--- src/hdl/ddhs_pkg.sv ---
package ddhs_pkg;

    // Field widths
    localparam int DW        = 25;     // position difference, signed
    localparam int VW        = 28;     // vectoring CORDIC x/y
    localparam int ZW        = 32;     // CORDIC angle accumulator
    localparam int RW        = 32;     // rotation CORDIC x/y/z
    localparam int CW        = 18;     // cosine, signed Q16
    localparam int SQ_DIGITS = 25;     // result bits of the distance square root
    localparam int SQ_NW     = 51;     // square root remainder width
    localparam int SQ_LAT    = SQ_DIGITS + 2;

    localparam int CORDIC_STEPS_DEF = 16;
    localparam int CORDIC_STEPS_MAX = 24;

    // Arithmetic constants
    localparam logic signed [RW-1:0] C_COS_INIT  = 32'sd652032875;
    localparam logic [15:0]          C_QUARTER   = 16'd16384;
    localparam logic [16:0]          C_COS_FLOOR = 17'd9830;
    localparam logic [15:0]          C_V_FLOOR   = 16'd256;
    localparam logic [8:0]           C_CAP_GAIN  = 9'd300;
    localparam logic [16:0]          C_DIFF_GAIN = 17'd80425;
    localparam logic [64:0]          C_DIFF_RND  = 65'h800_0000_0000;

    typedef enum logic [2:0] {
        CFG_HARD_TURN = 3'd0,
        CFG_PIVOT     = 3'd1,
        CFG_CRUISE    = 3'd2,
        CFG_GAIN      = 3'd3,
        CFG_AXLE      = 3'd4
    } t_cfg_idx;

    typedef struct packed {
        logic [15:0] hard_turn_angle;
        logic [14:0] pivot_speed;
        logic [14:0] cruise_speed;
        logic [15:0] heading_gain;
        logic [15:0] axle_length;
    } t_cfg;

    localparam t_cfg CFG_RESET = '{
        hard_turn_angle: 16'd10012,
        pivot_speed:     15'd768,
        cruise_speed:    15'd2560,
        heading_gain:    16'd4096,
        axle_length:     16'd9175
    };

    // atan(2^-i) in units of 2pi/2^32
    function automatic logic [ZW-1:0] atan_ent(input int unsigned i);
        logic [ZW-1:0] a;
        case (i)
            0:  a = 32'h20000000;
            1:  a = 32'h12E4051E;
            2:  a = 32'h09FB385B;
            3:  a = 32'h051111D4;
            4:  a = 32'h028B0D43;
            5:  a = 32'h0145D7E1;
            6:  a = 32'h00A2F61E;
            7:  a = 32'h00517C55;
            8:  a = 32'h0028BE53;
            9:  a = 32'h00145F2F;
            10: a = 32'h000A2F98;
            11: a = 32'h000517CC;
            12: a = 32'h00028BE6;
            13: a = 32'h000145F3;
            14: a = 32'h0000A2FA;
            15: a = 32'h0000517D;
            16: a = 32'h000028BE;
            17: a = 32'h0000145F;
            18: a = 32'h00000A30;
            19: a = 32'h00000518;
            20: a = 32'h0000028C;
            21: a = 32'h00000146;
            22: a = 32'h000000A3;
            23: a = 32'h00000051;
            default: a = '0;
        endcase
        return a;
    endfunction

endpackage

--- src/hdl/ddhs_cos.sv ---
module ddhs_cos #(
    parameter int STEPS = ddhs_pkg::CORDIC_STEPS_DEF
) (
    input  logic                           i_clk,
    input  logic                           i_rst_n,
    input  logic                           i_en,
    input  logic                           i_valid,
    input  logic signed [15:0]             i_err,
    input  logic                           i_fin,
    output logic                           o_valid,
    output logic signed [ddhs_pkg::CW-1:0] o_cos,
    output logic signed [15:0]             o_err,
    output logic                           o_fin
);
    import ddhs_pkg::*;

    logic signed [RW-1:0] w_x [0:STEPS];
    logic signed [RW-1:0] w_y [0:STEPS];
    logic signed [RW-1:0] w_z [0:STEPS];
    logic signed [15:0]   w_err [0:STEPS];
    logic                 w_fin [0:STEPS];
    logic                 w_v [0:STEPS];

    logic [15:0]          n_mag;
    logic signed [RW-1:0] r_z0, n_z0;
    logic signed [15:0]   r_err0;
    logic                 r_fin0, r_v0;

    // start angle is |err|; a quarter turn or more is not rotated
    always_comb begin
        n_mag = i_err[15] ? 16'(-i_err) : 16'(i_err);
        if (n_mag >= C_QUARTER) begin
            n_z0 = '0;
        end else begin
            n_z0 = $signed({2'b00, n_mag[13:0], 16'h0000});
        end
    end

    always_ff @(posedge i_clk) begin
        if (!i_rst_n) begin
            r_v0 <= 1'b0;
        end else if (i_en) begin
            r_v0 <= i_valid;
        end
        if (i_en) begin
            r_z0   <= n_z0;
            r_err0 <= i_err;
            r_fin0 <= i_fin;
        end
    end

    assign w_x[0]   = C_COS_INIT;
    assign w_y[0]   = '0;
    assign w_z[0]   = r_z0;
    assign w_err[0] = r_err0;
    assign w_fin[0] = r_fin0;
    assign w_v[0]   = r_v0;

    generate
        for (genvar i = 0; i < STEPS; i++) begin : g_it
            logic signed [RW-1:0] r_x, r_y, r_z, n_x, n_y, n_z;
            logic signed [15:0]   r_err;
            logic                 r_fin, r_v;

            // rotate toward zero residual angle
            always_comb begin
                if (w_z[i] >= 0) begin
                    n_x = w_x[i] - (w_y[i] >>> i);
                    n_y = w_y[i] + (w_x[i] >>> i);
                    n_z = w_z[i] - $signed(atan_ent(i));
                end else begin
                    n_x = w_x[i] + (w_y[i] >>> i);
                    n_y = w_y[i] - (w_x[i] >>> i);
                    n_z = w_z[i] + $signed(atan_ent(i));
                end
            end

            always_ff @(posedge i_clk) begin
                if (!i_rst_n) begin
                    r_v <= 1'b0;
                end else if (i_en) begin
                    r_v <= w_v[i];
                end
                if (i_en) begin
                    r_x   <= n_x;
                    r_y   <= n_y;
                    r_z   <= n_z;
                    r_err <= w_err[i];
                    r_fin <= w_fin[i];
                end
            end

            assign w_x[i+1]   = r_x;
            assign w_y[i+1]   = r_y;
            assign w_z[i+1]   = r_z;
            assign w_err[i+1] = r_err;
            assign w_fin[i+1] = r_fin;
            assign w_v[i+1]   = r_v;
        end
    endgenerate

    assign o_valid = w_v[STEPS];
    assign o_cos   = CW'(w_x[STEPS] >>> 14);
    assign o_err   = w_err[STEPS];
    assign o_fin   = w_fin[STEPS];
endmodule

--- config.mk ---
export PLATFORM = sky130hd
export DESIGN_NAME = ddhs_cos
export DESIGN_NICKNAME = d
export VERILOG_FILES = /design/src/hdl/ddhs_pkg.sv /design/src/hdl/ddhs_cos.sv
export SDC_FILE = /design/constraint.sdc
export NUM_CORES = 2
export LEC_CHECK = 0
export BUFFER_PORTS_ARGS = -buffer_cell sky130_fd_sc_hd__buf_2
export CAP_MARGIN = 20
export CORE_MARGIN = 2
export CORE_UTILIZATION = 51
export CTS_CLUSTER_DIAMETER = 30
export CTS_CLUSTER_SIZE = 24
export DETAILED_ROUTE_END_ITERATION = 16
export MAX_ROUTING_LAYER = met4
export PLACE_DENSITY = 0.66
export SETUP_SLACK_MARGIN = 0.3
export SYNTH_ARGS = -nofsm -noshare
export SYNTH_HDL_FRONTEND = slang
export SYNTH_SLANG_ARGS = --single-unit
--- constraint.sdc ---
create_clock -name i_clk -period 6.5 [get_ports i_clk]
set_input_delay 0.325 -clock i_clk [delete_from_list [all_inputs] [get_ports i_clk]]
set_output_delay 0.325 -clock i_clk [all_outputs]
set_load 0.01 [all_outputs]
# After elaboration in Yosys (flattened, before gate mapping)
# Cells that the tools add are included.
[totals]
register_bits = 1778
inputBits = 21
out_inout_bits = 36
wordCells = 250
[op_classes]
n_addsub = 89
order_cmp = 17
n_mux = 46
[op_table]
columns = ["cell", "count"]
rows = [
  ["$mux 32", 45],
  ["$ge 32x1->1 const B", 16],
  ["$add 32x18->32", 2],
  ["$add 32x19->32", 2],
  ["$add 32x20->32", 2],
  ["$add 32x21->32", 2],
  ["$add 32x22->32", 2],
  ["$add 32x23->32", 2],
  ["$add 32x24->32", 2],
  ["$add 32x25->32", 2],
  ["$add 32x26->32", 2],
  ["$add 32x27->32", 2],
  ["$add 32x28->32", 2],
  ["$add 32x29->32", 2],
  ["$add 32x30->32", 2],
  ["$add 32x30->32 const B", 2],
  ["$sub 32x18->32", 2],
  ["$sub 32x19->32", 2],
  ["$sub 32x20->32", 2],
  ["$sub 32x21->32", 2],
  ["$sub 32x22->32", 2],
  ["$sub 32x23->32", 2],
  ["$sub 32x24->32", 2],
  ["$sub 32x25->32", 2],
  ["other kinds (41)", 47],
]

# Depth between registers and ports, before layout
[depth]
depth_word = 3
mapped_depth = 22
depth_no_buf = 21

# Worst setup path after synthesis
# No wires, ideal clock.
[synth_timing]
path_kind = "register to register"
startpoint = "reg g_it[7].r_x[14]"
endpoint = "reg g_it[8].r_y[29] (data pin)"
setup_ns = 0.262
arrival_ns = 4.638
required_ns = 6.238
setup_slack_ns = 1.600
path_stages_with_launch = 21
n_path_buf = 1
cell_sequence = "edfxtp_1 or4_4 or4_1 or2_1 or3_1 or3_1 or2_1 or4_4 nor2_2 or3_2 nand2_1 ha_1 clkbuf_1 nand2_1 o21ai_0 o21ai_0 a21oi_1 nor3_1 o31ai_1 mux2i_1 nand3_1"
[synth_between]
elab_chain_len = 2
elab_cells_between_ends = 3
cone_classes = "add/sub (2); mux (1)"
[synth_lines]
columns = ["item", "line", "text"]
rows = [
  ["start: declaration", "ddhs_cos.sv:61", "logic signed [RW-1:0] r_x, r_y, r_z, n_x, n_y, n_z;"],
  ["start signal: assignment", "ddhs_cos.sv:85", "r_x <= n_x;"],
  ["$sub 32x24->32 or $add 32x24->32 (tied branches)", "ddhs_cos.sv:73, ddhs_cos.sv:69", ""],
  ["$mux 32 *", "ddhs_cos.sv:67", "if (w_z[i] >= 0) begin"],
  ["net g_it[8].n_y[29]", "ddhs_cos.sv:61", ""],
  ["end signal: assignment", "ddhs_cos.sv:86", "r_y <= n_y;"],
  ["end: declaration", "ddhs_cos.sv:61", ""],
]
# The timed path passes the listed nets; every way through them passes the cells marked *.
# A chain may end at the register's enable or synchronous reset.

# Worst setup path in the final report
[layout_timing]
startpoint = "reg g_it[7].r_x[13]"
endpoint = "reg g_it[8].r_y[30] (data pin)"
# The elaborated chain is that of the path after synthesis.

==> results_dict.tcl <==
set metrics [dict create \
    cpPeakStageDelay_ns 0.60 \
    async_flop_share 0 \
    wl_per_cell_um 19.7 \
    synthCells 11600 \
    grt_overflow 0 \
    endpoint_kind "register" \
    holdWs_ns 0.0722 \
    ff2ff_path_depth 18 \
    track_usage 0.261 \
    synth-edff-count 1545 \
    finalCritPeriodShare 0.841 \
    crit_fanout 9 \
    grt_pass1_wl_um 473000 \
    ys_seq_elements 1562 \
    rsz0062_at_grt "no" \
    drt_iter0_drc 6880 \
    die_width_um 482 \
    crit_path_cell_trace "or4_4 > or4_1 > or2_1 > or3_1 > or3_1 > or2_1 > or4_4 > nor2_2 > or3_2 > nand2_1 > ha_1 > nand2b_1 > nand2b_1 > a21oi_1 > o21bai_1 > a2111oi_0 > a32oi_1 > xor2_1" \
    nets 13200 \
    setup_viol 0 \
    cpLargestDelayFamily "simple AND/OR/NAND/NOR gates" \
    clock-sinks 1562 \
    finClkSkew_ns 0.104 \
    grt_pass1_vias 87000 \
    yosys.area.top_type_share 0.399 \
    dieArea_um2 232000 \
    coreArea_um2 227000 \
    syn-num-nets 12800 \
    synth_cell_types 92 \
    yosys.area.top_type "edfxtp_1" \
    fmax_ghz 0.183 \
    startpoint_type "register" \
    clockBufferDepth 4 \
    hold_class "in -> reg" \
    finalWeightedCongestion 0.979 \
    ys_warn_count 0 \
    cts_root_buf "clkbuf_16" \
    post-route-util 0.585 \
    insertion_delay_ns 0.98 \
    layout.cells.non_filler 15200 \
    vias 89800 \
    crit_path_top_delay_cell "a2111oi_0" \
    hold_viol 0 \
    status "finished clean" \
    synth_area_um2 116000 \
    grt_antenna_before_repair 4 \
    worstMarginPinSlew_ns 1.25 \
    drc 0 \
    criticalPathCategory "reg -> reg" \
    min_period_ns 5.47 \
    firstDrtPassIters 7 \
    detail-route-antenna-nets 0 \
    holdPathStages 2 \
    io_pins 57 \
    drt_wl_total_um 300000 \
    portBuffers 56 \
    grt_max_degree 169 \
    slew_violations 0 \
    arrival_ns 6.15 \
    cts_buffers 373 \
    drive_gt1_frac 0.0700 \
    cp.required_ns 7.19 \
    synthToLayoutAreaGrowth_pct 14.2 \
    seq_area_frac_synth 0.402 \
    place_hpwl_um 232000 \
    cts.reportedPaths.clkPinSlew_ns 0.05 \
    yosys-top-cells-area "edfxtp_1 40%, ha_1 13%, xnor2_1 7.3%, xor2_1 4.1%, a21oi_1 4.1%" \
    die_h_um 482 \
    synthFlopType "edfxtp_1" \
    cap_violations 0 \
    slew_headroom 0.156 \
    tns_ns 0 \
    cp_num_buf_inv 0 \
    place_inst 14500 \
    via_per_inst 5.91 \
    path_depth 18 \
    tritoncts "yes" \
    cts_setup_buffers 0 \
    syn_avg_cell_area_um2 10.0 \
    htree_levels 5 \
    fp-row-count 175 \
    start_util 0.512 \
]
## logic make-up (layout without fill, tap and decap cells)
logic type | after synthesis | in the layout | synth area share
compound gates | 3455 | 3455 | 0.190
xor+xnor | 1515 | 1515 | 0.114
fa+ha+maj | 1242 | 1242 | 0.136
buf+inv | 656 | 1257 | 0.0212
flops | 1562 | 1562 | 0.402
mux | 70 | 70 | 0.00611
other cells | 0 | 3 | 0
simple gates | 3086 | 3086 | 0.131
## final timing paths
kind,from,end,slack [ns]
worst max-delay path,g_it[7].r_x[13],g_it[8].r_y[30],1.03
worst min-delay path,i_fin,r_fin0,0.07
worst max register to register,g_it[7].r_x[13],g_it[8].r_y[30],1.03
worst min register to register,g_it[14].r_err[15],o_err[15],0.39
## cell usage after synthesis (all sizes together) (62+ instances only)
library cell and n:
nand2b 197, a21oi 951, nand2 743, o21bai 124
o21ai 768, a31oi 108, or3 130, xor2 551
nor3 229, nand4 100, nor2 817, edfxtp 1545
or4 83, o41ai 84, xnor2 964, o21a 173
and3 95, inv 441, ha 1207, nand3 229
a211oi 103, mux2i 62, nor2b 193, a21o 515
clkbuf 197, o31ai 198
## cell type report
class	instances	area, um2
Inverter	446	1670
Sequential cell	1562	46700
Fill cell	19000	94200
Antenna cell	3	7.51
Tap cell	3009	3760
Clock inverter	248	2720
Timing Repair Buffer	153	1170
Multi-Input combinational cell	9368	67100
Clock buffer	410	9600
## metrics by stage
| stage | setup WS [ns] | area (um2) |
|---|---|---|
| floorplan | 1.60 | 116000 |
| global placement | 0.444 | 120000 |
| detailed placement | 1.16 | 120000 |
| global route | 0.737 | 133000 |
| finish | 1.03 | 133000 |
| CTS | 1.14 | 133000 |
## state kept, by name (all words and copies together) (netlist names)
signal and flops:
r_z0 14, g_it.r_fin 15, g_it.r_x 435, g_it.r_v 15, o_fin 1, o_valid 1
g_it.r_y 404, r_v0 1, g_it.r_z 403, r_fin0 1, r_err0 16, o_err 16
g_it.r_err 240
## cell usage in the layout, fill, tap and decap left out, drive strengths merged, types with 56 or more instances in the layout
cell type,synthesis,routed
o31ai,198,198
edfxtp,1545,1545
nand3,229,229
or4,83,83
o21ai,768,768
nor2b,193,193
xor2,551,551
a31oi,108,108
o21bai,124,124
and3,95,95
clkbuf,197,411
nand4,100,100
xnor2,964,964
nand2,743,743
nor3,229,229
or2,56,56
clkinv,5,129
inv,441,479
a21o,515,515
mux2i,62,62
o41ai,84,84
buf,13,130
a21oi,951,951
nor2,817,817
ha,1207,1207
nand2b,197,197
o21a,173,173
a211oi,103,103
or3,130,130
## per-layer routing
| layer | global-route usage | wire length, um | up-vias | share of wire |
|---|---|---|---|---|
| met5 | - | 0 | - | 0 |
| met4 | 0.0865 | 9420 | 0 | 0.031 |
| met3 | 0.0325 | 14000 | 584 | 0.047 |
| met2 | 0.416 | 139000 | 2262 | 0.46 |
| met1 | 0.345 | 137000 | 42700 | 0.46 |
| li1 | - | - | 44300 | - |
## repair_timing
item,in CTS,in global routing
endpoints found under the hold margin,98,0
resized for setup,0,0
hold buffers,22,0
Power is left out: the tool's default activity adds up to more than one toggle a clock period on the data nets, which glitch-free logic cannot reach.
