**src/hdl/ddhs_pkg.sv**
```systemverilog
package ddhs_pkg;

    // Field widths
    localparam int DW        = 25;     // position difference, signed
    localparam int VW        = 28;     // vectoring CORDIC x/y
    localparam int ZW        = 32;     // CORDIC angle accumulator
    localparam int RW        = 32;     // rotation CORDIC x/y/z
    localparam int CW        = 18;     // cosine, signed Q16
    localparam int SQ_DIGITS = 25;     // result bits of the distance square root
    localparam int SQ_NW     = 51;     // square root remainder width
    localparam int SQ_LAT    = SQ_DIGITS + 2;

    localparam int CORDIC_STEPS_DEF = 16;
    localparam int CORDIC_STEPS_MAX = 24;

    // Arithmetic constants
    localparam logic signed [RW-1:0] C_COS_INIT  = 32'sd652032875;
    localparam logic [15:0]          C_QUARTER   = 16'd16384;
    localparam logic [16:0]          C_COS_FLOOR = 17'd9830;
    localparam logic [15:0]          C_V_FLOOR   = 16'd256;
    localparam logic [8:0]           C_CAP_GAIN  = 9'd300;
    localparam logic [16:0]          C_DIFF_GAIN = 17'd80425;
    localparam logic [64:0]          C_DIFF_RND  = 65'h800_0000_0000;

    typedef enum logic [2:0] {
        CFG_HARD_TURN = 3'd0,
        CFG_PIVOT     = 3'd1,
        CFG_CRUISE    = 3'd2,
        CFG_GAIN      = 3'd3,
        CFG_AXLE      = 3'd4
    } t_cfg_idx;

    typedef struct packed {
        logic [15:0] hard_turn_angle;
        logic [14:0] pivot_speed;
        logic [14:0] cruise_speed;
        logic [15:0] heading_gain;
        logic [15:0] axle_length;
    } t_cfg;

    localparam t_cfg CFG_RESET = '{
        hard_turn_angle: 16'd10012,
        pivot_speed:     15'd768,
        cruise_speed:    15'd2560,
        heading_gain:    16'd4096,
        axle_length:     16'd9175
    };

    // atan(2^-i) in units of 2pi/2^32
    function automatic logic [ZW-1:0] atan_ent(input int unsigned i);
        logic [ZW-1:0] a;
        case (i)
            0:  a = 32'h20000000;
            1:  a = 32'h12E4051E;
            2:  a = 32'h09FB385B;
            3:  a = 32'h051111D4;
            4:  a = 32'h028B0D43;
            5:  a = 32'h0145D7E1;
            6:  a = 32'h00A2F61E;
            7:  a = 32'h00517C55;
            8:  a = 32'h0028BE53;
            9:  a = 32'h00145F2F;
            10: a = 32'h000A2F98;
            11: a = 32'h000517CC;
            12: a = 32'h00028BE6;
            13: a = 32'h000145F3;
            14: a = 32'h0000A2FA;
            15: a = 32'h0000517D;
            16: a = 32'h000028BE;
            17: a = 32'h0000145F;
            18: a = 32'h00000A30;
            19: a = 32'h00000518;
            20: a = 32'h0000028C;
            21: a = 32'h00000146;
            22: a = 32'h000000A3;
            23: a = 32'h00000051;
            default: a = '0;
        endcase
        return a;
    endfunction

endpackage

```
**src/hdl/ddhs_vec.sv**
```systemverilog
module ddhs_vec #(
    parameter int STEPS = ddhs_pkg::CORDIC_STEPS_DEF
) (
    input  logic                           i_clk,
    input  logic                           i_rst_n,
    input  logic                           i_en,
    input  logic                           i_valid,
    input  logic signed [ddhs_pkg::DW-1:0] i_dx,
    input  logic signed [ddhs_pkg::DW-1:0] i_dy,
    input  logic        [15:0]             i_yaw,
    input  logic                           i_fin,
    output logic                           o_valid,
    output logic signed [15:0]             o_err,
    output logic                           o_fin
);
    import ddhs_pkg::*;

    logic signed [VW-1:0] w_x [0:STEPS];
    logic signed [VW-1:0] w_y [0:STEPS];
    logic        [ZW-1:0] w_z [0:STEPS];
    logic [15:0]          w_yaw [0:STEPS];
    logic                 w_zero [0:STEPS];
    logic                 w_fin [0:STEPS];
    logic                 w_v [0:STEPS];

    logic signed [VW-1:0] r_x0, r_y0, n_x0, n_y0;
    logic        [ZW-1:0] r_z0, n_z0;
    logic [15:0]          r_yaw0;
    logic                 r_zero0, r_fin0, r_v0;

    // fold the left half plane over by half a turn
    always_comb begin
        if (i_dx < 0) begin
            n_x0 = -VW'(i_dx);
            n_y0 = -VW'(i_dy);
            n_z0 = 32'h8000_0000;
        end else begin
            n_x0 = VW'(i_dx);
            n_y0 = VW'(i_dy);
            n_z0 = '0;
        end
    end

    always_ff @(posedge i_clk) begin
        if (!i_rst_n) begin
            r_v0 <= 1'b0;
        end else if (i_en) begin
            r_v0 <= i_valid;
        end
        if (i_en) begin
            r_x0    <= n_x0;
            r_y0    <= n_y0;
            r_z0    <= n_z0;
            r_yaw0  <= i_yaw;
            r_zero0 <= (i_dx == '0) && (i_dy == '0);
            r_fin0  <= i_fin;
        end
    end

    assign w_x[0]    = r_x0;
    assign w_y[0]    = r_y0;
    assign w_z[0]    = r_z0;
    assign w_yaw[0]  = r_yaw0;
    assign w_zero[0] = r_zero0;
    assign w_fin[0]  = r_fin0;
    assign w_v[0]    = r_v0;

    generate
        for (genvar i = 0; i < STEPS; i++) begin : g_it
            logic signed [VW-1:0] r_x, r_y, n_x, n_y;
            logic        [ZW-1:0] r_z, n_z;
            logic [15:0]          r_yaw;
            logic                 r_zero, r_fin, r_v;

            // drive y toward zero
            always_comb begin
                if (w_y[i] > 0) begin
                    n_x = w_x[i] + (w_y[i] >>> i);
                    n_y = w_y[i] - (w_x[i] >>> i);
                    n_z = w_z[i] + atan_ent(i);
                end else begin
                    n_x = w_x[i] - (w_y[i] >>> i);
                    n_y = w_y[i] + (w_x[i] >>> i);
                    n_z = w_z[i] - atan_ent(i);
                end
            end

            always_ff @(posedge i_clk) begin
                if (!i_rst_n) begin
                    r_v <= 1'b0;
                end else if (i_en) begin
                    r_v <= w_v[i];
                end
                if (i_en) begin
                    r_x    <= n_x;
                    r_y    <= n_y;
                    r_z    <= n_z;
                    r_yaw  <= w_yaw[i];
                    r_zero <= w_zero[i];
                    r_fin  <= w_fin[i];
                end
            end

            assign w_x[i+1]    = r_x;
            assign w_y[i+1]    = r_y;
            assign w_z[i+1]    = r_z;
            assign w_yaw[i+1]  = r_yaw;
            assign w_zero[i+1] = r_zero;
            assign w_fin[i+1]  = r_fin;
            assign w_v[i+1]    = r_v;
        end
    endgenerate

    logic [ZW-1:0] n_bsum;
    logic [15:0]   n_bear;
    logic [15:0]   r_err;
    logic          r_fin, r_v;

    // round bearing to 16 bits and subtract yaw, wrapping
    always_comb begin
        n_bsum = w_z[STEPS] + 32'h0000_8000;
        n_bear = w_zero[STEPS] ? 16'd0 : n_bsum[31:16];
    end

    always_ff @(posedge i_clk) begin
        if (!i_rst_n) begin
            r_v <= 1'b0;
        end else if (i_en) begin
            r_v <= w_v[STEPS];
        end
        if (i_en) begin
            r_err <= n_bear - w_yaw[STEPS];
            r_fin <= w_fin[STEPS];
        end
    end

    assign o_valid = r_v;
    assign o_err   = $signed(r_err);
    assign o_fin   = r_fin;
endmodule

```
**config.mk**
```make
export PLATFORM = sky130hd
export DESIGN_NAME = ddhs_vec
export DESIGN_NICKNAME = d
export VERILOG_FILES = /design/src/hdl/ddhs_pkg.sv /design/src/hdl/ddhs_vec.sv
export SDC_FILE = /design/constraint.sdc
export NUM_CORES = 2
export LEC_CHECK = 0
export ABC_CLOCK_PERIOD_IN_PS = 6460
export BUFFER_PORTS_ARGS = -buffer_cell sky130_fd_sc_hd__buf_2
export CORE_UTILIZATION = 30
export CTS_CLUSTER_DIAMETER = 100
export DETAILED_ROUTE_END_ITERATION = 12
export PLACE_DENSITY = 0.49
export SLEW_MARGIN = 20
export SYNTH_ARGS = -nofsm -noshare
export SYNTH_HDL_FRONTEND = slang
export SYNTH_SLANG_ARGS = --single-unit
```
**constraint.sdc**
```tcl
create_clock -name i_clk -period 6.46 [get_ports i_clk]
set_clock_uncertainty 0.2 [all_clocks]
set_input_delay 0 -clock i_clk [delete_from_list [all_inputs] [get_ports i_clk]]
set_output_delay 0 -clock i_clk [all_outputs]
set_load 0.02 [all_outputs]
```
== Yosys cells after proc, flatten, opt, wreduce, memory -nomap -nowiden ==
Index checks and enable logic that the tools add are counted.
W data, S select, Z words.
Word-level totals
  register bits: 1753
  latch bits: 0
  RAM bits: 0
  memory bits (read-only): 0
  logic and storage cells: 281
  memories kept: 0
Cells by class
  add/sub/neg operators: 93
  $mul: 0
  div/mod/pow operators: 0
  order comparisons: 17
  eq/ne operators: 0
  shift operators: 0
  mux-type cells: 49
  bitwise operators: 0
  reduce and logical (&&, ||, !) cells: 3
Operators with widths (number)
  $mux W28: 31
  $mux W32: 17
  $gt A28 B1 Y1 const B: 16
  $add A32 B16 Y32 const B: 2
  $add A28 B15 Y28: 2
  $add A28 B16 Y28: 2
  $add A28 B17 Y28: 2
  $add A28 B18 Y28: 2
  $add A28 B19 Y28: 2
  $add A28 B20 Y28: 2
  $add A28 B21 Y28: 2
  $add A28 B22 Y28: 2
  $add A28 B23 Y28: 2
  $add A28 B24 Y28: 2
  $add A28 B25 Y28: 2
  $add A28 B26 Y28: 2
  $add A28 B27 Y28: 2
  $neg A25 Y28: 2
  $sub A28 B15 Y28: 2
  $sub A28 B16 Y28: 2
  $sub A28 B17 Y28: 2
  $sub A28 B18 Y28: 2
  $sub A28 B19 Y28: 2
  $sub A28 B20 Y28: 2
  other kinds (47): 56

== Longest topological paths before layout ==
  depth in word-level cells: 3
  depth in mapped cells: 23

== Worst setup path before layout ==
OpenSTA, ideal clock, no wires.
  kind: register -> register
  from: reg g_it[12].r_y[15]
  to: reg g_it[13].r_y[26], data pin
  library setup time: 0.257 ns
  arrival: 5.429 ns
  required time: 6.003 ns
  slack: 0.574 ns
  cell stages (with the launch flop): 23
  path buffers: 2
  period minus slack after synthesis: 5.886 ns
  cell sequence: edfxtp_1 -> nor2_1 -> nor4b_1 -> or4b_1 -> clkbuf_1 -> nor2b_2 -> nand4_2 -> nor2b_1 -> inv_1 -> buf_2 -> nor2_1 -> xor2_1 -> ha_1 -> a211oi_1 -> nor3_1 -> a211oi_1 -> a21oi_1 -> and3_1 -> a221o_1 -> o41ai_2 -> o31ai_1 -> o41a_1 -> xor2_1
Between the ends
  longest elaborated chain between the ends: 2
Ends and longest elaborated chain
  start, declared: RTL line ddhs_vec.sv:70  | logic signed [VW-1:0] r_x, r_y, n_x, n_y;
  start signal, assigned: RTL line ddhs_vec.sv:96  | r_y <= n_y;
  $add A28 B15 Y28 (tied with other cells): RTL line ddhs_vec.sv:83  | n_y = w_y[i] + (w_x[i] >>> i);
  $mux W28 *: RTL line ddhs_vec.sv:77  | if (w_y[i] > 0) begin
  via g_it[13].n_y[26]: RTL line ddhs_vec.sv:70
  end signal, assigned: RTL line ddhs_vec.sv:96
  end, declared: RTL line ddhs_vec.sv:70
The timed path passes the listed nets; every way through them passes the cells marked *.
A chain may end at the register's enable or synchronous reset.

== Worst setup path after layout ==
  from: reg g_it[2].r_y[5]
  to: reg g_it[3].r_y[27], data pin
Between the ends
  longest elaborated chain between the ends: 2
Ends and longest elaborated chain (RTL line)
  start, declared: ddhs_vec.sv:70
  start signal, assigned: ddhs_vec.sv:96
  $add A28 B25 Y28 (tied with other cells): ddhs_vec.sv:83
  $mux W28 *: ddhs_vec.sv:77
  via g_it[3].n_y[27]: ddhs_vec.sv:70
  end signal, assigned: ddhs_vec.sv:96
  end, declared: ddhs_vec.sv:70
Marked as above.

==> results.tsv <==
stage	metric	value	unit
status	status	finished, final reports clean	
die	Initial Utilization	0.301	
timing	final critical-path share of the clock period	0.947	
logic_synthesis	synthesized cell area	118000	µm²
clocking	CTS tree	yes	
clocking	Clock transition at path regs	0.06	ns
logic_synthesis	Mean Syn Cell Area	10.2	µm²
die	Die Height	630	µm
global_route	initial antenna violation count	6	
die	Chip Width	630	µm
min_path	hold crit path type	in2reg	
logic_synthesis	Syn Inst Count	11600	
route	DRT Pass-1 Iters	6	
die	Placeable Area	393000	µm²
worst_setup_path	worst setup path end	g_it[3].r_y[27]$_DFFE_PP_	
global_route	met3 Use GR	0.0138	
finish	final core utilization	0.342	
global_route	vias in the first global route	85000	
logic_synthesis	Most used DFF post-synth	edfxtp_1	
finish	commonest non-fill, non-tap cells in the layout	edfxtp_1 (1602), ha_1 (1251), xnor2_1 (1117), a21oi_1 (1112), nor2_1 (866)	
timing	Worst Tran Pin Value	1.20	ns
logic_synthesis	proportion of synthesized chip area in sequential cells	0.410	
finish	commonest non-fill, non-tap cell in the layout	edfxtp_1	
finish	synth-to-layout area growth	13.5	%
finish	nets@finish	13400	
die	Top Ports	89	
finish	layout cells sized above 1	0.0538	
logic_synthesis	ys async rst share	0	
route	Via density	4.96	
die	std cell rows	230	
timing	TNS Setup	0	ns
worst_setup_path	FF-to-FF setup slack	0.34	ns
worst_setup_path	critical path class	reg2reg	
finish	FILL cells	39800	
worst_setup_path	R2R Path End	g_it[3].r_y[27]$_DFFE_PP_	
route	Routed WL per cell	17.3	µm
route	final WL	302000	µm
place	HPWL Detailed	237000	µm
route	routed vias	86500	
worst_setup_path	R2R cell count	22	
job	max-cap violations	0	
timing	FMAX	163	MHz
worst_setup_path	CP Max Fanout	33	
global_route	grt met2 use	0.266	
timing	Final setup viols	0	
timing	unrepaired setup endpoints after global routing	no	
worst_setup_path	worst r2r src	g_it[2].r_y[5]$_DFFE_PP_	
clocking	CTS Sinks	1620	
worst_setup_path	Crit. Startpoint	g_it[2].r_y[5]$_DFFE_PP_	
clocking	htree depth	4	
worst_setup_path	WP data arrival	6.52	ns
global_route	GR Util met1	0.185	
worst_setup_path	Req. time, crit path	6.86	ns
clocking	total setup buffers inserted after CTS	0	
place	placer congestion estimate	0.858	
clocking	clk_lat worst skew	0.91	ns
global_route	total global-route track usage	0.147	
route	drc violations	0	
global_route	GRT Max-Usage Layer	met2	
timing	Rel. slew slack	0.199	
timing	worst hold slack	0.0887	ns
timing	fin. max-slew vios	0	
clocking	clk root buf	clkbuf_16	
logic_synthesis	register bit count reported by yosys	1620	
logic_synthesis	Post-synth EDFFs	1602	
clocking	CTS Buf Count	194	
global_route	first-pass GRT wire length	474000	µm
route	post-route ant nets	0	
die	die area	397000	µm²
logic_synthesis	Cell variety after synth	92	
worst_setup_path	Worst setup EP type	flip-flop	
global_route	Congestion Overflow GR	0	
logic_synthesis	Synth warnings	0	
worst_setup_path	startpoint types	flip-flop	
route	First DRT Iteration DRCs	4767	
place	input/output buffers	88	
place	DP Area	126000	µm²
clocking	CTS max path bufs	4	
finish	final instance area	134000	µm²
timing	Fin. Hold Viols	0	
timing	Final min period	6.12	ns
global_route	largest net degree at the start of global routing	171	
==> how the worst min path moves through the flow <==
stage	startpoint	to	slack, ns	depth (start not counted)
after floorplan	i_fin	r_fin0$_DFFE_PP_	-0.10	0
after global placement	i_yaw[7]	r_yaw0[7]$_DFFE_PP_	-0.02	1
after detailed placement	i_yaw[7]	r_yaw0[7]$_DFFE_PP_	-0.02	1
after CTS	i_dy[0]	r_y0[1]$_DFFE_PP_	0.008	6
after global routing	i_yaw[10]	r_yaw0[10]$_DFFE_PP_	0.07	3
final	i_dy[0]	r_y0[1]$_DFFE_PP_	0.09	6
==> metal layers <==
metal / up-vias / part of all wire
met3: 404 / 0.029
met5: - / 0
li1: 44300 / -
met4: 0 / 0.027
met2: 1219 / 0.50
met1: 40600 / 0.45
==> timing repair <==
action,in CTS,in global routing
setup endpoints to repair,0,32
hold buffers,192,0
endpoints found under the hold margin,958,0
gates resized for setup,0,21
==> cell usage after synthesis (28+ instances only) <==
cell	count	share of area
fa_1	41	0.0069
or3_1	84	0.0044
a21oi_1	1117	0.047
inv_1	494	0.016
nand4_1	86	0.0045
o21ai_0	683	0.029
o21bai_1	184	0.012
and3_1	111	0.0059
clkbuf_1	158	0.0050
xor2_1	513	0.038
xnor2_1	1117	0.083
a211oi_1	94	0.0060
nand2_1	625	0.020
nor4_1	108	0.0057
ha_1	1251	0.13
o31a_1	29	0.0021
nor2b_1	175	0.0093
nand3_1	208	0.0088
nor3_1	238	0.010
o41ai_1	72	0.0053
a21o_1	501	0.032
o21a_1	169	0.011
nor2_1	872	0.028
mux2i_1	40	0.0034
or2_2	44	0.0023
edfxtp_1	1602	0.41
o211ai_1	34	0.0022
o31ai_1	161	0.010
a31oi_1	102	0.0054
and2_1	54	0.0029
a21boi_0	28	0.0018
or4_1	50	0.0032
nand2b_1	153	0.0081
==> registers in the layout (all words and copies together), names as in the netlist, 16 cells and up <==
signal and cells:
g_it.r_x 378, r_x0 28, r_yaw0 16, g_it.r_yaw 256, g_it.r_z 425, r_y0 28, g_it.r_zero 16, g_it.r_y 419
g_it.r_v 16, o_err 16, g_it.r_fin 16
==> final cells by class <==
class	instances	area (µm²)	share of cell area
well taps	5220	6530	0.0486
clock buffers	228	5050	0.0376
repair buffers	414	3510	0.0261
flip-flops and latches	1620	48500	0.361
clock inverters	127	1450	0.0108
inverters	504	1900	0.0141
multi-input cells	9328	67400	0.502
diodes	2	5.00	0.0000373
==> worst max-delay path: stages (launching register included) <==
cell	delay, ns
edfxtp_1	0.48
nor3_1	0.36
nand2_1	0.12
or4_1	0.51
or3_1	0.37
or2_2	0.37
nor4_4	0.23
nor2_4	0.14
buf_4	0.30
o21ai_0	0.16
xnor2_1	0.15
ha_1	0.33
a21o_1	0.21
a21o_1	0.17
a21oi_1	0.23
o21bai_1	0.13
nor4b_1	0.32
buf_4	0.19
o31ai_1	0.10
a221oi_1	0.38
o21ai_0	0.13
a21oi_1	0.19
xor2_1	0.08
==> stage by stage <==
stage | worst slack (ns) | std cells
after global routing | 0.00643 | 17400
after floorplan | 0.574 | 11600
after global placement | 0.153 | 16900
after CTS | 0.203 | 17400
final | 0.340 | 17400
after detailed placement | 0.214 | 16900
==> cells by family (layout without fill, tap and decap cells) <==
logic type                 count (synthesis)  after routing  share of synthesized area
other                                      1              5                  0.0000317
and+or+nand+nor                         2900           2900                      0.119
adders and majority gates               1292           1292                      0.139
buffers and inverters                    686           1273                     0.0220
xor gates and xnor gates                1630           1630                      0.121
DFF                                     1620           1620                      0.410
muxes                                     48             48                    0.00415
AOI/OAI and AO/OA                       3455           3455                      0.185
Power is not shown: default switching activity piles up to over one toggle a cycle in this logic, so the estimate is an artifact.
