**config.mk**
```make
export PLATFORM = sky130hd
export DESIGN_NAME = ddhs_out
export DESIGN_NICKNAME = d
export VERILOG_FILES = /design/src/hdl/ddhs_pkg.sv /design/src/hdl/ddhs_out.sv
export SDC_FILE = /design/constraint.sdc
export NUM_CORES = 2
export LEC_CHECK = 0
export BUFFER_PORTS_ARGS = -buffer_cell sky130_fd_sc_hd__buf_4
export CAP_MARGIN = 20
export CORE_ASPECT_RATIO = 0.8
export CORE_MARGIN = 2
export CORE_UTILIZATION = 25
export DETAILED_ROUTE_END_ITERATION = 12
export SLEW_MARGIN = 20
export SYNTH_ARGS = -nofsm -noshare
export SYNTH_HDL_FRONTEND = slang
export SYNTH_SLANG_ARGS = --single-unit
```
**constraint.sdc**
```tcl
create_clock -name i_clk -period 11.31 [get_ports i_clk]
set_input_delay 1.131 -clock i_clk [delete_from_list [all_inputs] [get_ports i_clk]]
set_output_delay 1.131 -clock i_clk [all_outputs]
set_load 0.01 [all_outputs]
```
**src/hdl/ddhs_pkg.sv**
```systemverilog
package ddhs_pkg;

    // Field widths
    localparam int DW        = 25;     // position difference, signed
    localparam int VW        = 28;     // vectoring CORDIC x/y
    localparam int ZW        = 32;     // CORDIC angle accumulator
    localparam int RW        = 32;     // rotation CORDIC x/y/z
    localparam int CW        = 18;     // cosine, signed Q16
    localparam int SQ_DIGITS = 25;     // result bits of the distance square root
    localparam int SQ_NW     = 51;     // square root remainder width
    localparam int SQ_LAT    = SQ_DIGITS + 2;

    localparam int CORDIC_STEPS_DEF = 16;
    localparam int CORDIC_STEPS_MAX = 24;

    // Arithmetic constants
    localparam logic signed [RW-1:0] C_COS_INIT  = 32'sd652032875;
    localparam logic [15:0]          C_QUARTER   = 16'd16384;
    localparam logic [16:0]          C_COS_FLOOR = 17'd9830;
    localparam logic [15:0]          C_V_FLOOR   = 16'd256;
    localparam logic [8:0]           C_CAP_GAIN  = 9'd300;
    localparam logic [16:0]          C_DIFF_GAIN = 17'd80425;
    localparam logic [64:0]          C_DIFF_RND  = 65'h800_0000_0000;

    typedef enum logic [2:0] {
        CFG_HARD_TURN = 3'd0,
        CFG_PIVOT     = 3'd1,
        CFG_CRUISE    = 3'd2,
        CFG_GAIN      = 3'd3,
        CFG_AXLE      = 3'd4
    } t_cfg_idx;

    typedef struct packed {
        logic [15:0] hard_turn_angle;
        logic [14:0] pivot_speed;
        logic [14:0] cruise_speed;
        logic [15:0] heading_gain;
        logic [15:0] axle_length;
    } t_cfg;

    localparam t_cfg CFG_RESET = '{
        hard_turn_angle: 16'd10012,
        pivot_speed:     15'd768,
        cruise_speed:    15'd2560,
        heading_gain:    16'd4096,
        axle_length:     16'd9175
    };

    // atan(2^-i) in units of 2pi/2^32
    function automatic logic [ZW-1:0] atan_ent(input int unsigned i);
        logic [ZW-1:0] a;
        case (i)
            0:  a = 32'h20000000;
            1:  a = 32'h12E4051E;
            2:  a = 32'h09FB385B;
            3:  a = 32'h051111D4;
            4:  a = 32'h028B0D43;
            5:  a = 32'h0145D7E1;
            6:  a = 32'h00A2F61E;
            7:  a = 32'h00517C55;
            8:  a = 32'h0028BE53;
            9:  a = 32'h00145F2F;
            10: a = 32'h000A2F98;
            11: a = 32'h000517CC;
            12: a = 32'h00028BE6;
            13: a = 32'h000145F3;
            14: a = 32'h0000A2FA;
            15: a = 32'h0000517D;
            16: a = 32'h000028BE;
            17: a = 32'h0000145F;
            18: a = 32'h00000A30;
            19: a = 32'h00000518;
            20: a = 32'h0000028C;
            21: a = 32'h00000146;
            22: a = 32'h000000A3;
            23: a = 32'h00000051;
            default: a = '0;
        endcase
        return a;
    endfunction

endpackage

```
**src/hdl/ddhs_out.sv**
```systemverilog
module ddhs_out (
    input  logic                                  i_clk,
    input  logic                                  i_rst_n,
    input  logic                                  i_en,
    input  ddhs_pkg::t_cfg                        i_cfg,
    input  logic                                  i_valid,
    input  logic signed [ddhs_pkg::CW-1:0]        i_cos,
    input  logic signed [15:0]                    i_err,
    input  logic                                  i_fin,
    input  logic        [ddhs_pkg::SQ_DIGITS-1:0] i_dist,
    output logic                                  o_valid,
    output logic signed [15:0]                    o_left,
    output logic signed [15:0]                    o_right,
    output logic                                  o_piv
);
    import ddhs_pkg::*;

    // ---- stage A: speed scale, distance cap, gain product, pivot decision
    logic [15:0]        n_mag;
    logic [16:0]        n_c;
    logic [31:0]        n_vp;
    logic [33:0]        n_cp;
    logic signed [15:0] n_ps;
    logic               r_a_v, r_a_fin, r_a_piv;
    logic [15:0]        r_a_vel, r_a_mag;
    logic [25:0]        r_a_cap;
    logic [31:0]        r_a_gk;
    logic               r_a_neg;
    logic signed [15:0] r_a_ps;

    always_comb begin
        n_mag = i_err[15] ? 16'(-i_err) : 16'(i_err);
        if (n_mag >= C_QUARTER || i_cos < $signed({1'b0, C_COS_FLOOR})) begin
            n_c = C_COS_FLOOR;
        end else begin
            n_c = i_cos[16:0];
        end
        n_vp = 32'(i_cfg.cruise_speed) * 32'(n_c);
        n_cp = 34'(i_dist) * 34'(C_CAP_GAIN);
        if (!i_err[15] && i_err != '0) begin
            n_ps = $signed({1'b0, i_cfg.pivot_speed});
        end else begin
            n_ps = -$signed({1'b0, i_cfg.pivot_speed});
        end
    end

    always_ff @(posedge i_clk) begin
        if (!i_rst_n) begin
            r_a_v <= 1'b0;
        end else if (i_en) begin
            r_a_v <= i_valid;
        end
        if (i_en) begin
            r_a_vel <= n_vp[31:16];
            r_a_cap <= n_cp[33:8];
            r_a_gk  <= 32'(i_cfg.heading_gain) * 32'(i_cfg.axle_length);
            r_a_mag <= n_mag;
            r_a_neg <= i_err[15];
            r_a_fin <= i_fin;
            r_a_piv <= n_mag > i_cfg.hard_turn_angle;
            r_a_ps  <= n_ps;
        end
    end

    // ---- stage B: brake and floor the forward speed, scale by |err|
    logic [15:0]        n_bv;
    logic               r_b_v, r_b_neg, r_b_piv;
    logic [15:0]        r_b_vel;
    logic [47:0]        r_b_p;
    logic signed [15:0] r_b_ps;

    always_comb begin
        n_bv = r_a_vel;
        if (r_a_fin && r_a_cap < 26'(r_a_vel)) begin
            n_bv = r_a_cap[15:0];
        end
        if (n_bv < C_V_FLOOR) begin
            n_bv = C_V_FLOOR;
        end
    end

    always_ff @(posedge i_clk) begin
        if (!i_rst_n) begin
            r_b_v <= 1'b0;
        end else if (i_en) begin
            r_b_v <= r_a_v;
        end
        if (i_en) begin
            r_b_vel <= n_bv;
            r_b_p   <= 48'(r_a_gk) * 48'(r_a_mag);
            r_b_neg <= r_a_neg;
            r_b_piv <= r_a_piv;
            r_b_ps  <= r_a_ps;
        end
    end

    // ---- stage C: split constant multiply in two halves
    logic               r_c_v, r_c_neg, r_c_piv;
    logic [15:0]        r_c_vel;
    logic [40:0]        r_c_ph, r_c_pl;
    logic signed [15:0] r_c_ps;

    always_ff @(posedge i_clk) begin
        if (!i_rst_n) begin
            r_c_v <= 1'b0;
        end else if (i_en) begin
            r_c_v <= r_b_v;
        end
        if (i_en) begin
            r_c_ph  <= 41'(r_b_p[47:24]) * 41'(C_DIFF_GAIN);
            r_c_pl  <= 41'(r_b_p[23:0]) * 41'(C_DIFF_GAIN);
            r_c_vel <= r_b_vel;
            r_c_neg <= r_b_neg;
            r_c_piv <= r_b_piv;
            r_c_ps  <= r_b_ps;
        end
    end

    // ---- stage D: round the differential term, split the wheels
    logic [64:0]        n_sum;
    logic signed [21:0] n_diff;
    logic               r_d_v, r_d_piv;
    logic signed [23:0] r_d_vl, r_d_vr;
    logic signed [15:0] r_d_ps;

    always_comb begin
        n_sum  = {r_c_ph, 24'h000000} + 65'(r_c_pl) + C_DIFF_RND;
        n_diff = r_c_neg ? -$signed({1'b0, n_sum[64:44]}) : $signed({1'b0, n_sum[64:44]});
    end

    always_ff @(posedge i_clk) begin
        if (!i_rst_n) begin
            r_d_v <= 1'b0;
        end else if (i_en) begin
            r_d_v <= r_c_v;
        end
        if (i_en) begin
            r_d_vl  <= $signed({8'h00, r_c_vel}) - 24'(n_diff);
            r_d_vr  <= $signed({8'h00, r_c_vel}) + 24'(n_diff);
            r_d_piv <= r_c_piv;
            r_d_ps  <= r_c_ps;
        end
    end

    // ---- stage E: pull both wheels down by the excess over cruise
    logic signed [23:0] n_cr, n_mx, n_over;
    logic               r_e_v, r_e_piv;
    logic signed [23:0] r_e_vl, r_e_vr;
    logic signed [15:0] r_e_ps;

    always_comb begin
        n_cr   = $signed({9'h000, i_cfg.cruise_speed});
        n_mx   = (r_d_vl > r_d_vr) ? r_d_vl : r_d_vr;
        n_over = n_mx - n_cr;
        if (n_over < 0) begin
            n_over = '0;
        end
    end

    always_ff @(posedge i_clk) begin
        if (!i_rst_n) begin
            r_e_v <= 1'b0;
        end else if (i_en) begin
            r_e_v <= r_d_v;
        end
        if (i_en) begin
            r_e_vl  <= r_d_vl - n_over;
            r_e_vr  <= r_d_vr - n_over;
            r_e_piv <= r_d_piv;
            r_e_ps  <= r_d_ps;
        end
    end

    // ---- stage F: clamp each wheel and pick pivot or drive
    logic signed [23:0] n_fl, n_fr;
    logic               r_f_v, r_f_piv;
    logic signed [15:0] r_f_l, r_f_r;

    always_comb begin
        n_fl = r_e_vl;
        n_fr = r_e_vr;
        if (n_fl > n_cr)  n_fl = n_cr;
        if (n_fl < -n_cr) n_fl = -n_cr;
        if (n_fr > n_cr)  n_fr = n_cr;
        if (n_fr < -n_cr) n_fr = -n_cr;
    end

    always_ff @(posedge i_clk) begin
        if (!i_rst_n) begin
            r_f_v <= 1'b0;
        end else if (i_en) begin
            r_f_v <= r_e_v;
        end
        if (i_en) begin
            r_f_l   <= r_e_piv ? -r_e_ps : n_fl[15:0];
            r_f_r   <= r_e_piv ? r_e_ps : n_fr[15:0];
            r_f_piv <= r_e_piv;
        end
    end

    assign o_valid = r_f_v;
    assign o_left  = r_f_l;
    assign o_right = r_f_r;
    assign o_piv   = r_f_piv;
endmodule

```
**After elaboration in Yosys (flattened, before gate mapping)**

Cells that the tools add are included.

- $add $sub $neg: 12
- Multipliers: 6
- $lt $le $gt $ge: 11
- Muxes and demuxes: 13
- Reductions and logical operators: 5

Operators by type and width:

| kind | count |
|---|---|
| $mux W16 | 6 |
| $mux W24 | 4 |
| $mul A24 B17 Y41 const B | 2 |
| $add A65 B41 Y65 | 1 |
| $add A65 B44 Y65 const B | 1 |
| $gt A24 B16 Y1 | 2 |
| $lt A24 B24 Y1 | 2 |
| $mul A32 B16 Y48 | 1 |
| $sub A24 B24 Y24 | 2 |
| $mul A15 B17 Y32 | 1 |
| $mul A16 B16 Y32 | 1 |
| $mul A25 B7 Y32 const B | 1 |
| $neg A16 Y16 | 2 |
| $lt A26 B16 Y1 | 1 |
| $gt A24 B24 Y1 | 1 |
| $lt A24 B1 Y1 const B | 1 |
| $neg A15 Y24 | 1 |
| $sub A24 B16 Y24 | 1 |
| $add A17 B22 Y23 | 1 |
| $sub A17 B22 Y23 | 1 |
| $mux W22 | 1 |
| $neg A21 Y22 | 1 |
| $lt A18 B15 Y1 const B | 1 |
| $mux W17 | 1 |
| other kinds (9) | 10 |

- Flip-flop bits (word level): 476
- Input port bits: 142
- Output and inout port bits: 34
- Logic and storage cells: 84

**Depth between registers and ports, before layout**

- Depth in word-level cells: 6
- Depth in mapped cells: 41
- Depth with buffers taken out: 39

**Worst setup path before layout**

OpenSTA, ideal clock, no wires.

- Path kind: in2reg
- Start: input port i_err[0]
- End: register r_a_vel[15] (data pin)
- Library setup time: 260 ps
- Arrival: 9,292 ps
- Data required time: 11,050 ps
- Slack: 1,759 ps
- Stages on the path: 33
- Path through: inv_1 > ha_1 > or4b_2 > o41ai_2 > xor2_1 > and3_1 > clkbuf_1 > clkbuf_1 > nor2b_1 > clkbuf_1 > nor2_1 > fa_1 > inv_1 > fa_1 > inv_1 > fa_1 > inv_1 > fa_1 > inv_1 > fa_1 > fa_1 > ha_1 > and3_1 > a221o_1 > a221o_1 > a21o_1 > a21o_1 > a41oi_2 > o21ai_2 > o41a_2 > a211oi_2 > o21bai_1 > xnor2_1

- Word-level cells in the longest chain between the ends: 6

Ends and longest elaborated chain:

| item | RTL line | source |
|---|---|---|
| start, declared | ddhs_out.sv:8 | `input logic signed [15:0] i_err,` |
| $neg A16 Y16 | ddhs_out.sv:32 | `n_mag = i_err[15] ? 16'(-i_err) : 16'(i_err);` |
| $mux W16 * | ddhs_out.sv:32 |  |
| $ge A16 B15 Y1 * | ddhs_out.sv:33 | `if (n_mag >= C_QUARTER \|\| i_cos < $signed({1'b0, C_COS_FLOOR})) begin` |
| $logic_or A1 B1 Y1 * | ddhs_out.sv:33 |  |
| $mux W17 * | ddhs_out.sv:33 |  |
| $mul A15 B17 Y32 * | ddhs_out.sv:38 | `n_vp = 32'(i_cfg.cruise_speed) * 32'(n_c);` |
| net n_vp[31] | ddhs_out.sv:21 | `logic [31:0] n_vp;` |
| end signal, assigned | ddhs_out.sv:54 | `r_a_vel <= n_vp[31:16];` |
| end, declared | ddhs_out.sv:25 | `logic [15:0] r_a_vel, r_a_mag;` |

The timed path passes the listed nets; every way through them passes the cells marked *.
A chain may end at the register's enable or synchronous reset.

**Final worst setup path**

Same ends and word-level chain as after synthesis.

==> impl_metrics.tcl <==
set metrics [dict create \
    cts_tree "yes" \
    multi_input_area_um2 52400 \
    drv_cap 0 \
    cp_common_cell "fa_1" \
    grt_max_degree 96 \
    antenna_found_initial 1 \
    hold_path_class "register to register" \
    critPathMaxStageDelay_ns 0.66 \
    dr.pass1.iters 6 \
    synth_area_per_cell_um2 9.87 \
    fin_nets 9559 \
    cp_data_required_time_ns 11.73 \
    fillCellCount 30224 \
    whs_ns 0.418 \
    area_delta_synth_final_pct 10.2 \
    fin_skew_ns 0.0828 \
    remaining_drc_errors 0 \
    crit_family "adder cells" \
    worst_pin_slew_ns 1.11 \
    grt_overflow 0 \
    slowest_stage "or4b_2" \
    tns_ns 0 \
    dp_hpwl_um 140000 \
    drt_iter0_drc 3286 \
    row_count 176 \
    path_clk_slew_ns 0.06 \
    hold_depth 0 \
    numPortBuffers 175 \
    holdPathEnd "r_d_ps[5]" \
    netlist_instances 7294 \
    synth_edf_count 442 \
    cp_max_fo 31 \
    maxSlewViolCount 0 \
    reg2reg_from "r_d_vr[1]" \
    die_h_um 484 \
    start_kind "input pin" \
    coreArea_um2 287000 \
    wirelength_um 177000 \
    r2r_slack_ns 1.93 \
    fin_crit_sh_pct 84.5 \
    seqCellArea_um2 13400 \
    cts-buffers-inserted 52 \
    avgViaCountPerCell 4.41 \
    layout-drive-gt1-share_pct 5.46 \
    synthFlopType "edfxtp_1" \
    grt_pass1_wl_um 286000 \
    die_w_um 604 \
    syn_nets 9507 \
    postCtsHoldBufs 0 \
    die_area_um2 292000 \
    cts_setup_buffers 0 \
    ys_seq_elements 448 \
    via_count 49489 \
    fin_crit_ns 9.55 \
    synth_cell_types 105 \
    ys_seq_area_share_pct 18.6 \
    grt_usage_pct 12.2 \
    cts_root_buf "clkbuf_16" \
    first_global_vias 50803 \
    n_antenna_cell 0 \
    r2r-end "r_e_vl[19]" \
    yosys_warnings 0 \
    gp_congestion 0.857 \
    hold_start "r_c_ps[5]" \
    slew_headroom_pct 25.9 \
    path_class "input pin to register" \
    post_cts_resized 0 \
    final_hold_viol_count 0 \
    synth-async-reset-ratio_pct 0 \
    cts_sinks 448 \
    cp_num_buf_inv 6 \
    status "finished clean" \
    clock_path_buffers 3 \
    syn_area_um2 72000 \
    clk_latency_ns 0.70 \
    detail-route-antenna-nets 0 \
    post_drt_wl_per_cell_um 15.7 \
    reg2reg_depth 35 \
    start_util_pct 25.1 \
    max_freq_mhz 105 \
    h-tree-depth 2 \
    end_kind "register" \
    grt_setup_unrepaired "no" \
    ios 176 \
    setup-violations-final 0 \
    critPathArrivalTime_ns 9.97 \
]
[metrics by stage]
stage	worst slack, ns	instances	util [%]	cell area [um^2]
2_1_floorplan	1.76	7294	-	72000
3_5_place_dp	1.08	11119	27.1	77700
5_1_grt	1.19	11213	27.7	79400
6_report	1.76	11213	27.7	79400
4_1_cts	1.79	11213	27.7	79400
3_3_place_gp	1.18	11119	27.1	77700
[final cells by class]
| class | instances | share of cell area [%] |
|---|---|---|
| multi-input combinational | 5196 | 66.1 |
| sequential | 448 | 16.9 |
| inverter | 1425 | 6.74 |
| tap | 3827 | 6.03 |
| timing repair buffer | 223 | 2.12 |
| clock buffer | 56 | 1.66 |
| clock inverter | 38 | 0.512 |
[Yosys cell counts (all sizes together) (9+ instances only)]
library cell  instances  area share [%]
a21o                114             1.2
a21boi               15            0.16
nand4                54            0.49
a221o                13            0.18
o31ai                18            0.21
nand3                56            0.39
or4                  10            0.11
o21ai               171             1.2
a31oi                20            0.17
or3                  17            0.15
xnor2               230             2.8
o41ai                 9            0.13
nand2               750             3.9
edfxtp              442              18
inv                1419             7.4
xor2                 82             1.0
o21a                 54            0.56
mux2                 19            0.30
nor2                265             1.4
nand2b               44            0.38
o21bai               37            0.39
nor2b                76            0.66
ha                  989              17
or2                  18            0.16
mux2i                34            0.48
nor4                 33            0.34
nor3                 84            0.60
a211o                16            0.19
and4                 11            0.14
and3                124             1.1
a31o                 12            0.15
a211oi               21            0.24
o211ai               18            0.19
fa                 1082              30
and2                346             3.0
nand3b                9           0.094
buf                  14            0.11
a21oi               243             1.7
clkbuf              211             1.1
[cells by family after synthesis]
family / after synthesis / synth area share [%]
buffers and inverters: 1650 / 8.64
adders and majority gates: 2071 / 47.3
muxes: 53 / 0.775
xor gates and xnor gates: 312 / 3.83
DFF: 448 / 18.6
AOI/OAI and AO/OA: 852 / 7.88
and+or+nand+nor: 1908 / 13.0
[cells in the final DEF (no fill, tap or decap), types with 33 or more instances in the layout]
cell type,count
fa_1,1082
xnor2_1,230
o21bai_1,37
o21ai_0,162
xor2_1,80
nand2_1,750
and2_1,344
a21o_1,114
buf_4,222
edfxtp_1,442
clkbuf_16,52
ha_1,989
o21a_1,54
mux2i_1,33
inv_1,1418
a21oi_1,237
nor2_1,263
nand3_1,56
nand4_1,53
nand2b_1,44
and3_1,123
nor3_1,81
nor2b_1,76
[layer usage]
layer / part of all wire, % / vias to the layer above / routed length [um] / GRT usage, %
li1: - / 23644 / - / -
met1: 49 / 24306 / 87300 / 18.1
met2: 42 / 1355 / 73900 / 18.2
met3: 6.7 / 184 / 11800 / 2.24
met4: 2.1 / 0 / 3620 / 2.60
met5: 0 / - / 0 / 0
[worst max-delay path by stage]
stage               cells past startpoint  slack [ns]       from          end
finish                                 31        1.76   i_err[0]  r_a_vel[15]
floorplan                              33        1.76   i_err[0]  r_a_vel[15]
global placement                       33        1.18   i_err[0]  r_a_vel[15]
global route                           35        1.19  r_d_vr[1]   r_e_vl[19]
CTS                                    33        1.79   i_err[0]  r_a_vel[15]
detailed placement                     33        1.08   i_err[0]  r_a_vel[15]
[flip-flops by register name, summed over array words and instances, names as in the netlist, 22 cells and up]
name	flops
r_e_vl	24
r_d_vl	23
r_d_vr	22
r_c_ph	41
r_b_p	48
r_a_cap	26
r_a_gk	32
r_e_vr	23
[worst reg2reg max path: cells and delay by family (launching register included)]
family | cells | cell delay (ns)
flops | 1 | 0.47
simple gates | 5 | 0.76
buf+inv | 2 | 0.70
compound gates | 24 | 5.89
mux | 1 | 0.39
fa+ha+maj | 3 | 0.92
Power is left out: the tool's default activity adds up to more than one toggle a clock period on the data nets, which glitch-free logic cannot reach.
